## src/rtl/laser_range_reply_decoder_core_macros.svh

```systemverilog
// Assertion helpers shared by the decoder RTL
`ifndef LASER_RANGE_REPLY_DECODER_CORE_MACROS_SVH
`define LASER_RANGE_REPLY_DECODER_CORE_MACROS_SVH

// same-cycle implication, checked out of reset
`define LRRD_ASSERT(label, prop, msg) \
  label: assert property (@(posedge clk_i) disable iff (!rst_ni) prop) \
    else $error(msg);

// next-cycle implication, checked out of reset
`define LRRD_ASSERT_NEXT(label, pre, post, msg) \
  label: assert property (@(posedge clk_i) disable iff (!rst_ni) pre |=> post) \
    else $error(msg);

`endif

```

## src/rtl/lrrd_pkg.sv

```systemverilog
package lrrd_pkg;

  localparam int unsigned READING_LIMIT_DEF = 8192;

  localparam int unsigned BYTE_W  = 8;
  localparam int unsigned STEP_W  = 10;
  localparam int unsigned CLUS_W  = 7;
  localparam int unsigned VALUE_W = 12;
  localparam int unsigned COUNT_W = 14;
  localparam int unsigned DIGIT_W = 6;
  localparam int unsigned CFG_IDX_W = 2;

  localparam logic [BYTE_W-1:0] CHAR_LF   = 8'h0A;
  localparam logic [BYTE_W-1:0] CHAR_ZERO = 8'h30;

  localparam logic [CFG_IDX_W-1:0] CFG_START_STEP   = 2'd0;
  localparam logic [CFG_IDX_W-1:0] CFG_END_STEP     = 2'd1;
  localparam logic [CFG_IDX_W-1:0] CFG_CLUSTER_SIZE = 2'd2;

  localparam logic [STEP_W-1:0] START_STEP_RST   = 10'd0;
  localparam logic [STEP_W-1:0] END_STEP_RST     = 10'd768;
  localparam logic [CLUS_W-1:0] CLUSTER_SIZE_RST = 7'd1;

  typedef enum logic [1:0] {
    KIND_READING    = 2'd0,
    KIND_END_OK     = 2'd1,
    KIND_TOO_MANY   = 2'd2,
    KIND_STATUS_ERR = 2'd3
  } lrrd_kind_e;

  // step span end-start as sign and magnitude, cluster size forced non-zero
  typedef struct packed {
    logic              neg;
    logic [STEP_W-1:0] mag;
    logic [CLUS_W-1:0] clus;
  } lrrd_bound_t;

  typedef struct packed {
    logic               emit;
    lrrd_kind_e         kind;
    logic [VALUE_W-1:0] value;
    logic [COUNT_W-1:0] count;
    logic               last;
  } lrrd_res_t;

endpackage

```

## src/rtl/lrrd_cfg.sv

```systemverilog
module lrrd_cfg
  import lrrd_pkg::*;
(
  input  logic                 clk_i,
  input  logic                 rst_ni,
  input  logic                 cfg_we_i,
  input  logic [CFG_IDX_W-1:0] cfg_idx_i,
  input  logic [STEP_W-1:0]    cfg_data_i,
  output lrrd_bound_t          bound_o
);

  logic [STEP_W-1:0] start_q;
  logic [STEP_W-1:0] end_q;
  logic [CLUS_W-1:0] clus_q;

  always_ff @(posedge clk_i or negedge rst_ni) begin
    if (!rst_ni) begin
      start_q <= START_STEP_RST;
      end_q   <= END_STEP_RST;
      clus_q  <= CLUSTER_SIZE_RST;
    end else if (cfg_we_i) begin
      case (cfg_idx_i)
        CFG_START_STEP:   start_q <= cfg_data_i;
        CFG_END_STEP:     end_q   <= cfg_data_i;
        CFG_CLUSTER_SIZE: clus_q  <= cfg_data_i[CLUS_W-1:0];
        default: ;
      endcase
    end
  end

  always_comb begin
    bound_o.neg  = end_q < start_q;
    bound_o.mag  = bound_o.neg ? (start_q - end_q) : (end_q - start_q);
    bound_o.clus = (clus_q == '0) ? CLUS_W'(1) : clus_q;
  end

endmodule

```

## src/rtl/lrrd_parser.sv

```systemverilog
module lrrd_parser
  import lrrd_pkg::*;
#(
  parameter int unsigned ReadingLimit = READING_LIMIT_DEF
) (
  input  logic              clk_i,
  input  logic              rst_ni,
  input  logic              step_i,
  input  logic [BYTE_W-1:0] rx_byte_i,
  input  logic              start_of_reply_i,
  input  lrrd_bound_t       bound_i,
  output lrrd_res_t         res_o
);

`include "laser_range_reply_decoder_core_macros.svh"

  localparam int unsigned CntW  = $clog2(ReadingLimit + 1);
  localparam int unsigned ProdW = CntW + CLUS_W;
  localparam logic [CntW-1:0] CntMax = CntW'(ReadingLimit);

  typedef enum logic [2:0] {
    PH_ECHO         = 3'd0,
    PH_STATUS_FIRST = 3'd1,
    PH_STATUS_REST  = 3'd2,
    PH_DATA         = 3'd3,
    PH_DONE         = 3'd4
  } phase_e;

  phase_e               phase_q, phase_d, phase_cur;
  logic                 plf_q, plf_d, plf_cur;
  logic                 sec_q, sec_d, sec_cur;
  logic [DIGIT_W-1:0]   hi_q, hi_d, hi_cur;
  logic [CntW-1:0]      cnt_q, cnt_d, cnt_cur;

  logic                 is_lf;
  logic [BYTE_W-1:0]    diff;
  logic [ProdW-1:0]     prod;
  logic                 over;

  assign is_lf = rx_byte_i == CHAR_LF;
  assign diff  = rx_byte_i - CHAR_ZERO;
  assign prod  = ProdW'(cnt_q) * ProdW'(bound_i.clus);

  // count exceeds (end-start)/cluster+1, division truncating toward zero
  always_comb begin
    if (!bound_i.neg) begin
      over = prod > (ProdW'(bound_i.mag) + ProdW'(bound_i.clus));
    end else begin
      over = (cnt_q >= CntW'(2))
          || ((cnt_q == CntW'(1)) && (bound_i.mag >= STEP_W'(bound_i.clus)))
          || ((cnt_q == '0) && ({1'b0, bound_i.mag} >= ((STEP_W + 1)'(bound_i.clus) << 1)));
    end
  end

  always_comb begin
    phase_cur = start_of_reply_i ? PH_ECHO : phase_q;
    plf_cur   = start_of_reply_i ? 1'b0 : plf_q;
    sec_cur   = start_of_reply_i ? 1'b0 : sec_q;
    hi_cur    = start_of_reply_i ? '0 : hi_q;
    cnt_cur   = start_of_reply_i ? '0 : cnt_q;

    phase_d = phase_cur;
    plf_d   = plf_cur;
    sec_d   = sec_cur;
    hi_d    = hi_cur;
    cnt_d   = cnt_cur;

    res_o.emit  = 1'b0;
    res_o.kind  = KIND_READING;
    res_o.value = '0;
    res_o.last  = 1'b0;

    case (phase_cur)
      PH_ECHO: begin
        if (is_lf) phase_d = PH_STATUS_FIRST;
      end
      PH_STATUS_FIRST: begin
        if (rx_byte_i != CHAR_ZERO) begin
          phase_d    = PH_DONE;
          res_o.emit = 1'b1;
          res_o.kind = KIND_STATUS_ERR;
          res_o.last = 1'b1;
        end else begin
          phase_d = PH_STATUS_REST;
        end
      end
      PH_STATUS_REST: begin
        if (is_lf) begin
          phase_d = PH_DATA;
          plf_d   = 1'b0;
          sec_d   = 1'b0;
        end
      end
      PH_DATA: begin
        if (plf_cur && is_lf) begin
          phase_d    = PH_DONE;
          res_o.emit = 1'b1;
          res_o.kind = over ? KIND_TOO_MANY : KIND_END_OK;
          res_o.last = 1'b1;
        end else begin
          plf_d = is_lf;
          if (is_lf) begin
            sec_d = 1'b0;
          end else if (!sec_cur) begin
            hi_d  = diff[DIGIT_W-1:0];
            sec_d = 1'b1;
          end else begin
            sec_d       = 1'b0;
            cnt_d       = (cnt_cur < CntMax) ? cnt_cur + CntW'(1) : cnt_cur;
            res_o.emit  = 1'b1;
            res_o.value = {hi_cur, diff[DIGIT_W-1:0]};
          end
        end
      end
      default: ;
    endcase

    res_o.count = COUNT_W'(cnt_d);
  end

  always_ff @(posedge clk_i or negedge rst_ni) begin
    if (!rst_ni) begin
      phase_q <= PH_ECHO;
      plf_q   <= 1'b0;
      sec_q   <= 1'b0;
      hi_q    <= '0;
      cnt_q   <= '0;
    end else if (step_i) begin
      phase_q <= phase_d;
      plf_q   <= plf_d;
      sec_q   <= sec_d;
      hi_q    <= hi_d;
      cnt_q   <= cnt_d;
    end
  end

  `LRRD_ASSERT(a_cnt_sat, cnt_q <= CntMax, "reading count beyond limit")
  `LRRD_ASSERT_NEXT(a_last_done, step_i && res_o.emit && res_o.last, phase_q == PH_DONE,
    "reply end did not close the parser")
  `LRRD_ASSERT(a_done_quiet, (phase_q == PH_DONE) && !start_of_reply_i |-> !res_o.emit,
    "result after reply end")

endmodule

```

## src/rtl/laser_range_reply_decoder_core.sv

```systemverilog
// Path: a byte's result is offered from the result register, the byte having
// first passed the input register.
// Throughput: one byte per cycle; the input stalls only while a result waits.
// Reset: asynchronous, active low; parser returns to the echo line, count to
// zero, registers to start 0, end 768, cluster 1.
module laser_range_reply_decoder_core
  import lrrd_pkg::*;
#(
  parameter int unsigned ReadingLimit = READING_LIMIT_DEF
) (
  input  logic                 clk_i,
  input  logic                 rst_ni,
  input  logic                 cfg_we_i,
  input  logic [CFG_IDX_W-1:0] cfg_idx_i,
  input  logic [STEP_W-1:0]    cfg_data_i,
  input  logic                 in_valid_i,
  output logic                 in_stall_o,
  input  logic [BYTE_W-1:0]    rx_byte_i,
  input  logic                 start_of_reply_i,
  output logic                 out_valid_o,
  input  logic                 out_stall_i,
  output logic [1:0]           result_kind_o,
  output logic [VALUE_W-1:0]   reading_value_o,
  output logic [COUNT_W-1:0]   reading_count_o,
  output logic                 last_o
);

`include "laser_range_reply_decoder_core_macros.svh"

  lrrd_bound_t        bound;
  lrrd_res_t          res;

  logic               in_vld_q;
  logic [BYTE_W-1:0]  byte_q;
  logic               sor_q;

  logic               out_vld_q;
  lrrd_kind_e         kind_q;
  logic [VALUE_W-1:0] value_q;
  logic [COUNT_W-1:0] count_q;
  logic               last_q;

  logic               out_free;
  logic               step;

  assign out_free   = !out_vld_q || !out_stall_i;
  assign step       = in_vld_q && out_free;
  assign in_stall_o = in_vld_q && !out_free;

  lrrd_cfg u_cfg (
    .clk_i      (clk_i),
    .rst_ni     (rst_ni),
    .cfg_we_i   (cfg_we_i),
    .cfg_idx_i  (cfg_idx_i),
    .cfg_data_i (cfg_data_i),
    .bound_o    (bound)
  );

  lrrd_parser #(
    .ReadingLimit (ReadingLimit)
  ) u_parser (
    .clk_i            (clk_i),
    .rst_ni           (rst_ni),
    .step_i           (step),
    .rx_byte_i        (byte_q),
    .start_of_reply_i (sor_q),
    .bound_i          (bound),
    .res_o            (res)
  );

  always_ff @(posedge clk_i or negedge rst_ni) begin
    if (!rst_ni) begin
      in_vld_q  <= 1'b0;
      out_vld_q <= 1'b0;
    end else begin
      if (in_valid_i && !in_stall_o) begin
        in_vld_q <= 1'b1;
      end else if (step) begin
        in_vld_q <= 1'b0;
      end
      if (out_free) begin
        out_vld_q <= step && res.emit;
      end
    end
  end

  // hold payload until the next transfer
  always_ff @(posedge clk_i) begin
    if (in_valid_i && !in_stall_o) begin
      byte_q <= rx_byte_i;
      sor_q  <= start_of_reply_i;
    end
    if (step && res.emit) begin
      kind_q  <= res.kind;
      value_q <= res.value;
      count_q <= res.count;
      last_q  <= res.last;
    end
  end

  assign out_valid_o     = out_vld_q;
  assign result_kind_o   = kind_q;
  assign reading_value_o = value_q;
  assign reading_count_o = count_q;
  assign last_o          = last_q;

  `LRRD_ASSERT(a_stall_back, in_vld_q && out_vld_q && out_stall_i |-> in_stall_o,
    "input advanced over a waiting result")
  `LRRD_ASSERT_NEXT(a_out_load, step, out_vld_q == $past(res.emit),
    "result register out of step with parser")
  `LRRD_ASSERT(a_value_zero, out_vld_q && (kind_q != KIND_READING) |-> value_q == '0,
    "end result carries a range value")

endmodule

```

## config.mk

```make
export PLATFORM = sky130hd
export DESIGN_NAME = laser_range_reply_decoder_core
export DESIGN_NICKNAME = d
export VERILOG_FILES = /design/src/rtl/lrrd_pkg.sv /design/src/rtl/lrrd_cfg.sv /design/src/rtl/lrrd_parser.sv /design/src/rtl/laser_range_reply_decoder_core.sv
export VERILOG_INCLUDE_DIRS = /design/src /design/src/rtl
export SDC_FILE = /design/constraint.sdc
export NUM_CORES = 1
export LEC_CHECK = 0
export BUFFER_PORTS_ARGS = -buffer_cell sky130_fd_sc_hd__buf_2
export CORE_UTILIZATION = 63
export CTS_BUF_LIST = sky130_fd_sc_hd__clkbuf_16
export CTS_CLUSTER_DIAMETER = 60
export DETAILED_ROUTE_END_ITERATION = 7
export MAX_ROUTING_LAYER = met4
export PLACE_DENSITY = 0.89
export SLEW_MARGIN = 20
export SYNTH_ARGS = -nofsm -noshare
export SYNTH_HDL_FRONTEND = slang
export SYNTH_SLANG_ARGS = --single-unit
```

## constraint.sdc

```tcl
create_clock -name clk_i -period 7.72 [get_ports clk_i]
set_input_delay 1.544 -clock clk_i [delete_from_list [all_inputs] [get_ports clk_i]]
set_output_delay 1.544 -clock clk_i [all_outputs]
set_load 0.1 [all_outputs]
```

==> results of run 1 <==
## state kept, by name, summed over array words and instances, names as in the netlist
name / flops
byte_q: 8
in_vld_q: 1
last_o: 1
out_valid_o: 1
reading_count_o: 14
reading_value_o: 12
result_kind_o: 2
sor_q: 1
u_cfg.clus_q: 7
u_cfg.end_q: 10
u_cfg.start_q: 10
u_parser.cnt_q: 14
u_parser.hi_q: 6
u_parser.phase_q: 3
u_parser.plf_q: 1
u_parser.sec_q: 1
## path summary, 6_finish.rpt
kind,start,end,cells after the start
max,u_cfg.clus_q[6]$_DFFE_PN0P_,result_kind_o[1]$_DFFE_PP_,22
min,u_parser.plf_q$_DFFE_PN0P_,u_parser.plf_q$_DFFE_PN0P_,1
max reg2reg,u_cfg.clus_q[6]$_DFFE_PN0P_,result_kind_o[1]$_DFFE_PP_,22
min reg2reg,u_parser.plf_q$_DFFE_PN0P_,u_parser.plf_q$_DFFE_PN0P_,1
max in group asynchronous,rst_ni,u_cfg.start_q[3]$_DFFE_PN0P_,2
min in group asynchronous,rst_ni,u_parser.hi_q[2]$_DFFE_PN0P_,2
## final cells by class
type                            count  area (um^2)
Multi-Input combinational cell    721         5893
Fill cell                        1000         4245
Sequential cell                    92         2496
Inverter                          105        394.1
Timing Repair Buffer               59        302.8
Clock buffer                        9        225.2
Tap cell                          180        225.2
Clock inverter                      7        98.84
## report_power, final
| part | internal [W] | switching (W) | total (W) |
|---|---|---|---|
| clock | 0.000286 | 0.000198 | 0.000484 |
| combinational | 0.000408 | 0.000594 | 0.00100 |
| sequential | 0.000541 | 0.0000521 | 0.000593 |
| total | 0.00124 | 0.000845 | 0.00208 |
## kinds of logic after synthesis
logic type	count (synthesis)	synth area share, %
compound gates	168	12.24
fa+ha+maj	155	26.79
xor+xnor	39	3.889
flops	92	27.81
simple gates	333	19.38
buf+inv	154	6.677
mux	26	3.220
## per-stage QoR
step / area, um^2 / power, W / util, %
after floorplan: 8976 / 0.001321 / -
after global placement: 9306 / 0.001519 / 67.05
after detailed placement: 9306 / 0.001559 / 67.05
after CTS: 9630 / 0.002064 / 69.38
after global routing: 9635 / 0.002213 / 69.42
final: 9635 / 0.002080 / 69.42
## layout by cell type (no fill, tap or decap), types with 13 or more instances in the layout
master,instances
a21oi_1,43
and2_1,81
buf_2,56
dfrtp_1,51
edfxtp_1,38
fa_1,62
ha_1,93
inv_1,106
mux2_2,19
nand2_1,104
nand2b_1,14
nor2_1,46
nor3_1,13
o21ai_0,42
xnor2_1,23
xor2_1,15
## routing by layer
| metal | wire, um | up-vias | global-route usage (%) |
|---|---|---|---|
| met5 | 0 | - | - |
| met4 | 714 | 0 | 13.04 |
| met3 | 1432 | 61 | 5.404 |
| met2 | 10250 | 330 | 50.32 |
| met1 | 8581 | 3421 | 37.96 |
| li1 | - | 3305 | - |
==> run_results.csv, run 1 <==
group,metric,value,unit
outcome,status,"completed",
timing,whs,0.5294,ns
floorplanning,start_util,64.67,%
critical_path,worstPathRequired,7.81,ns
power,irDropWorstVdd,0.0002732,V
yosys,ys_top_cells_by_count,"105 x inv_1, 104 x nand2_1, 93 x ha_1, 81 x and2_1, 62 x fa_1",
timing,finalSetupTns,0,ns
final_layout,area_delta_synth_final,7.346,%
timing,grt_setup_unrepaired,"no",
timing,hold_viol_final,0,
clock_tree,cts_tree,"done",
power,p_per_area,215.9,mW/mm^2
critical_path,max_stage_delay,0.64,ns
clock_tree,cts_max_level,3,
clock_tree,insertion_delay,0.35,ns
global_route,first_global_vias,7193,
place,placed_cells,1157,
final_layout,fin_nets,1169,
global_route,antenna_found_initial,0,
yosys,synth_ff_type,"dfrtp_1",
floorplanning,die_h,121.4,um
yosys,synth.most_common_cell,"inv_1",
critical_path,critPathMaxFanout,17,
yosys,synth.net_count,1148,
global_route,grt_first_pass_wirelength,34.22,mm
critical_path,cp_cell_sequence,"nand2_1 -> fa_1 -> fa_1 -> inv_1 -> fa_1 -> inv_1 -> fa_1 -> inv_1 -> ha_1 -> o211ai_1 -> a21oi_2 -> nor4_2 -> nor2_1 -> nor2_1 -> nor2_1 -> ha_1 -> or3_1 -> a211oi_1 -> o32ai_1 -> or4_4 -> nor4_1 -> o31ai_1",
timing,finalClockSkew,0.009737,ns
clock_tree,cts_setup_buffers,0,
clock_tree,cts_buffer_depth,2,
yosys,ys_seq_area_share,27.81,%
clock_tree,clk_pin_slew,0.06,ns
floorplanning,core,0.01388,mm^2
yosys,syn_inst,967,
timing,fin_crit,6.407,ns
clock_tree,hold_buffers,0,
timing,maxSlewHeadroom,27.25,%
timing,fmax,0.1561,GHz
yosys,syn_area_per_cell,9.282,um^2
timing,worst_slack,1.313,ns
global_route,track_usage,30.89,%
critical_path,cp.arrival,6.49,ns
job,maxCapViolCount,0,
critical_path,cp-start-kind,"register",
final_layout,layout.cells.non_filler,1173,
floorplanning,rows,43,
place,place.port_buffers,56,
critical_path,end_kind,"register",
place,hpwl,15.72,mm
critical_path,crit_buf_inv,3,
critical_path,path_class,"reg2reg",
worst_hold_path,hp-class,"reg2reg",
routing,drt_pass1_iterations,6,
critical_path,r2r_slack,1.31,ns
critical_path,cpMaxStageDelayCell,"dfrtp_1",
yosys,synth_async_sr_flop_share,58.70,%
yosys,synth_top_area_share,14.22,%
timing,worstMarginPinSlew,1.091,ns
timing,slew_viol_final,0,
clock_tree,cts_inserted_buffers,9,
place,preCtsSetupSlack,1.337,ns
final_layout,drive_above_1_share,11.68,%
final_layout,antenna_cells,0,
timing,fin_crit_sh,82.99,%
timing,finalSetupViolCount,0,
routing,drt_iter0_markers,627,
clock_tree,cts.repair.resized,0,
place,place.gp.congestion,0.9302,
critical_path,cpMostUsedCell,"fa_1",
routing,vias,7117,
routing,wl_per_cell,17.88,um
routing,drcViolationCount,0,
floorplanning,dieWidth,121.4,um
yosys,synth_edf_count,38,
floorplanning,io_pins,57,
routing,detail-route-antenna-nets,0,
power,p_leak,4.578,nW
floorplanning,die-area,0.01473,mm^2
global_route,grt-ovfl-total,0,
yosys,synth_warnings,0,
yosys,netlist_area,0.008976,mm^2
yosys,synth_area_leaders,"dfrtp_1 14%, fa_1 14%, ha_1 13%, edfxtp_1 13%, and2_1 5.6%",
yosys,synth_top_cell_by_area,"dfrtp_1",
routing,drt_wl_total,20.98,mm
clock_tree,ctsRootBufferMaster,"clkbuf_16",
yosys,ys_seq_elements,92,
global_route,grt_max_degree,55,
critical_path,cp_top_family,"adder cells",
clock_tree,cts_sinks,92,
yosys,synth.distinct_cells,67,
routing,avgViaCountPerCell,6.067,
Note: power is estimated with default switching activity, not from simulation.
==> run 2, diff against run 1 <==
Clock period 7.72 ns to 6.2 ns, I/O delays scaled along.
==> run_results.csv, run 2 (synthesis results as in run 1) <==
group,metric,value,unit
place,preCtsSetupSlack,0.1225,ns
critical_path,r2r_slack,0.20,ns
timing,worstMarginPinSlew,0.9292,ns
timing,slew_viol_final,0,
global_route,track_usage,32.28,%
timing,fin_crit,6.004,ns
floorplanning,rows,43,
routing,drt_iter0_markers,632,
timing,finalSetupTns,0,ns
routing,drt_pass1_iterations,8,
routing,wl_per_cell,18.73,um
routing,detail-route-antenna-nets,0,
critical_path,end_kind,"register",
timing,maxSlewHeadroom,37.94,%
global_route,grt_first_pass_wirelength,35.28,mm
routing,avgViaCountPerCell,6.100,
routing,vias,7296,
routing,route.met2.wl,10.89,mm
critical_path,r2r_cells,20,
floorplanning,io_pins,57,
clock_tree,cts_tree,"done",
final_layout,mostFrequentLayoutCells,"105 x inv_1, 104 x nand2_1, 91 x ha_1",
worst_hold_path,hp-start,"byte_q[4]$_DFFE_PP_",
outcome,status,"completed",
timing,hold_viol_final,0,
final_layout,fillers,980,
timing,fin_crit_sh,96.84,%
final_layout,final_common_cell,"inv_1",
floorplanning,die-area,0.01473,mm^2
critical_path,worstPathRequired,6.29,ns
routing,wl_met3,1.564,mm
clock_tree,hold_buffers,0,
floorplanning,start_util,64.67,%
floorplanning,die_h,121.4,um
critical_path,cp.arrival,6.09,ns
final_layout,drive_above_1_share,15.26,%
power,p_per_area,258.6,mW/mm^2
critical_path,critPathMaxFanout,9,
final_layout,post-route-util,71.11,%
global_route,grt_max_degree,55,
timing,finalClockSkew,0.009686,ns
place,place.port_buffers,56,
power,irDropWorstVdd,0.0002513,V
clock_tree,clk_pin_slew,0.07,ns
clock_tree,insertion_delay,0.36,ns
clock_tree,cts_buffer_depth,2,
routing,drt-met1-wl,8.972,mm
final_layout,area_delta_synth_final,9.967,%
timing,finalSetupViolCount,0,
critical_path,path_class,"reg2reg",
routing,drcViolationCount,0,
worst_hold_path,hold_end,"u_parser.hi_q[4]$_DFFE_PN0P_",
worst_hold_path,whs_path_depth,1,
final_layout,fin_nets,1192,
final_layout,regArea,0.002502,mm^2
job,maxCapViolCount,0,
final_layout,antenna_cells,0,
timing,fmax,0.1666,GHz
final_layout,fin_area,0.009871,mm^2
clock_tree,cts_sinks,92,
place,postPlaceCellArea,0.009457,mm^2
floorplanning,dieWidth,121.4,um
final_layout,multi_input_area,0.005982,mm^2
clock_tree,ctsRootBufferMaster,"clkbuf_16",
global_route,first_global_vias,7215,
routing,drt_wl_total,22.41,mm
place,place.gp.congestion,0.9787,
global_route,grt-ovfl-total,0,
floorplanning,core,0.01388,mm^2
power,p_leak,4.685,nW
critical_path,reg2reg_to,"result_kind_o[1]$_DFFE_PP_",
timing,worst_slack,0.1961,ns
worst_hold_path,hp-class,"reg2reg",
place,hpwl,16.97,mm
critical_path,worstReg2RegStart,"u_parser.cnt_q[5]$_DFFE_PN0P_",
critical_path,cp-start-kind,"register",
clock_tree,cts_max_level,3,
routing,top_layer_used,"met4",
global_route,antenna_found_initial,0,
clock_tree,cts_inserted_buffers,9,
run 2: cell count changes in the layout (fill, tap and decap cells not counted), sizes merged:
cell,delta
clkinv,+1
bufinv,-2
buf,+23
inv,+1
run 2: metal layers:
layer	vias up	track usage (%)
met4	0	14.81
li1	3338	-
met1	3511	39.64
met5	-	-
met3	78	4.276
met2	369	53.05
run 2: repair_timing:
item,CTS,global route
setup buffers,0,3
resized for setup,0,21
setup endpoints to repair,0,2
run 2: worst max-delay path, stage by stage, from the launching register on:
cell,delay [ns]
dfrtp_2,0.48
and2_1,0.20
fa_1,0.55
fa_1,0.45
fa_1,0.54
inv_1,0.05
fa_1,0.54
inv_1,0.05
ha_1,0.34
or2_1,0.27
a21oi_4,0.20
nor2_2,0.08
nor2_1,0.11
nor2_1,0.06
ha_1,0.21
or3_1,0.37
a211oi_2,0.23
o32ai_1,0.11
or4_4,0.53
nor4_4,0.27
o31ai_1,0.09
run 2: power by group:
group | total, W | internal, W | switching (W)
logic | 0.00129 | 0.000528 | 0.000764
registers | 0.000711 | 0.000675 | 0.0000360
clock network | 0.000550 | 0.000283 | 0.000267
run 2: cell type report:
type / count / share of cell area [%]
Timing Repair Buffer: 82 / 4.817
Multi-Input combinational cell: 721 / 60.60
Clock inverter: 7 / 0.6718
Tap cell: 180 / 2.282
Clock buffer: 9 / 2.282
Sequential cell: 92 / 25.35
Inverter: 105 / 3.993
run 2: worst max path at each step:
| stage | start | endpoint | slack (ns) | depth (start not counted) |
|---|---|---|---|---|
| finish | u_parser.cnt_q[5]$_DFFE_PN0P_ | result_kind_o[1]$_DFFE_PP_ | 0.20 | 20 |
| global placement | u_cfg.clus_q[6]$_DFFE_PN0P_ | result_kind_o[1]$_DFFE_PP_ | 0.32 | 21 |
| CTS | u_parser.cnt_q[5]$_DFFE_PN0P_ | result_kind_o[1]$_DFFE_PP_ | 0.09 | 20 |
| floorplan | u_cfg.clus_q[6]$_DFFE_PN0P_ | result_kind_o[1]$_DFFE_PP_ | 0.27 | 23 |
| detailed placement | u_parser.cnt_q[5]$_DFFE_PN0P_ | result_kind_o[1]$_DFFE_PP_ | 0.12 | 20 |
| global route | u_parser.cnt_q[5]$_DFFE_PN0P_ | result_kind_o[1]$_DFFE_PP_ | -0.04 | 20 |
run 2: metrics by stage:
step | instances | hold slack (ns) | power, W
after floorplan | 967 | 0.4597 | 0.001645
after global placement | 1177 | 0.4773 | 0.001896
after detailed placement | 1177 | 0.4924 | 0.001950
after CTS | 1193 | 0.4949 | 0.002504
after global routing | 1196 | 0.5426 | 0.002713
final | 1196 | 0.4996 | 0.002553
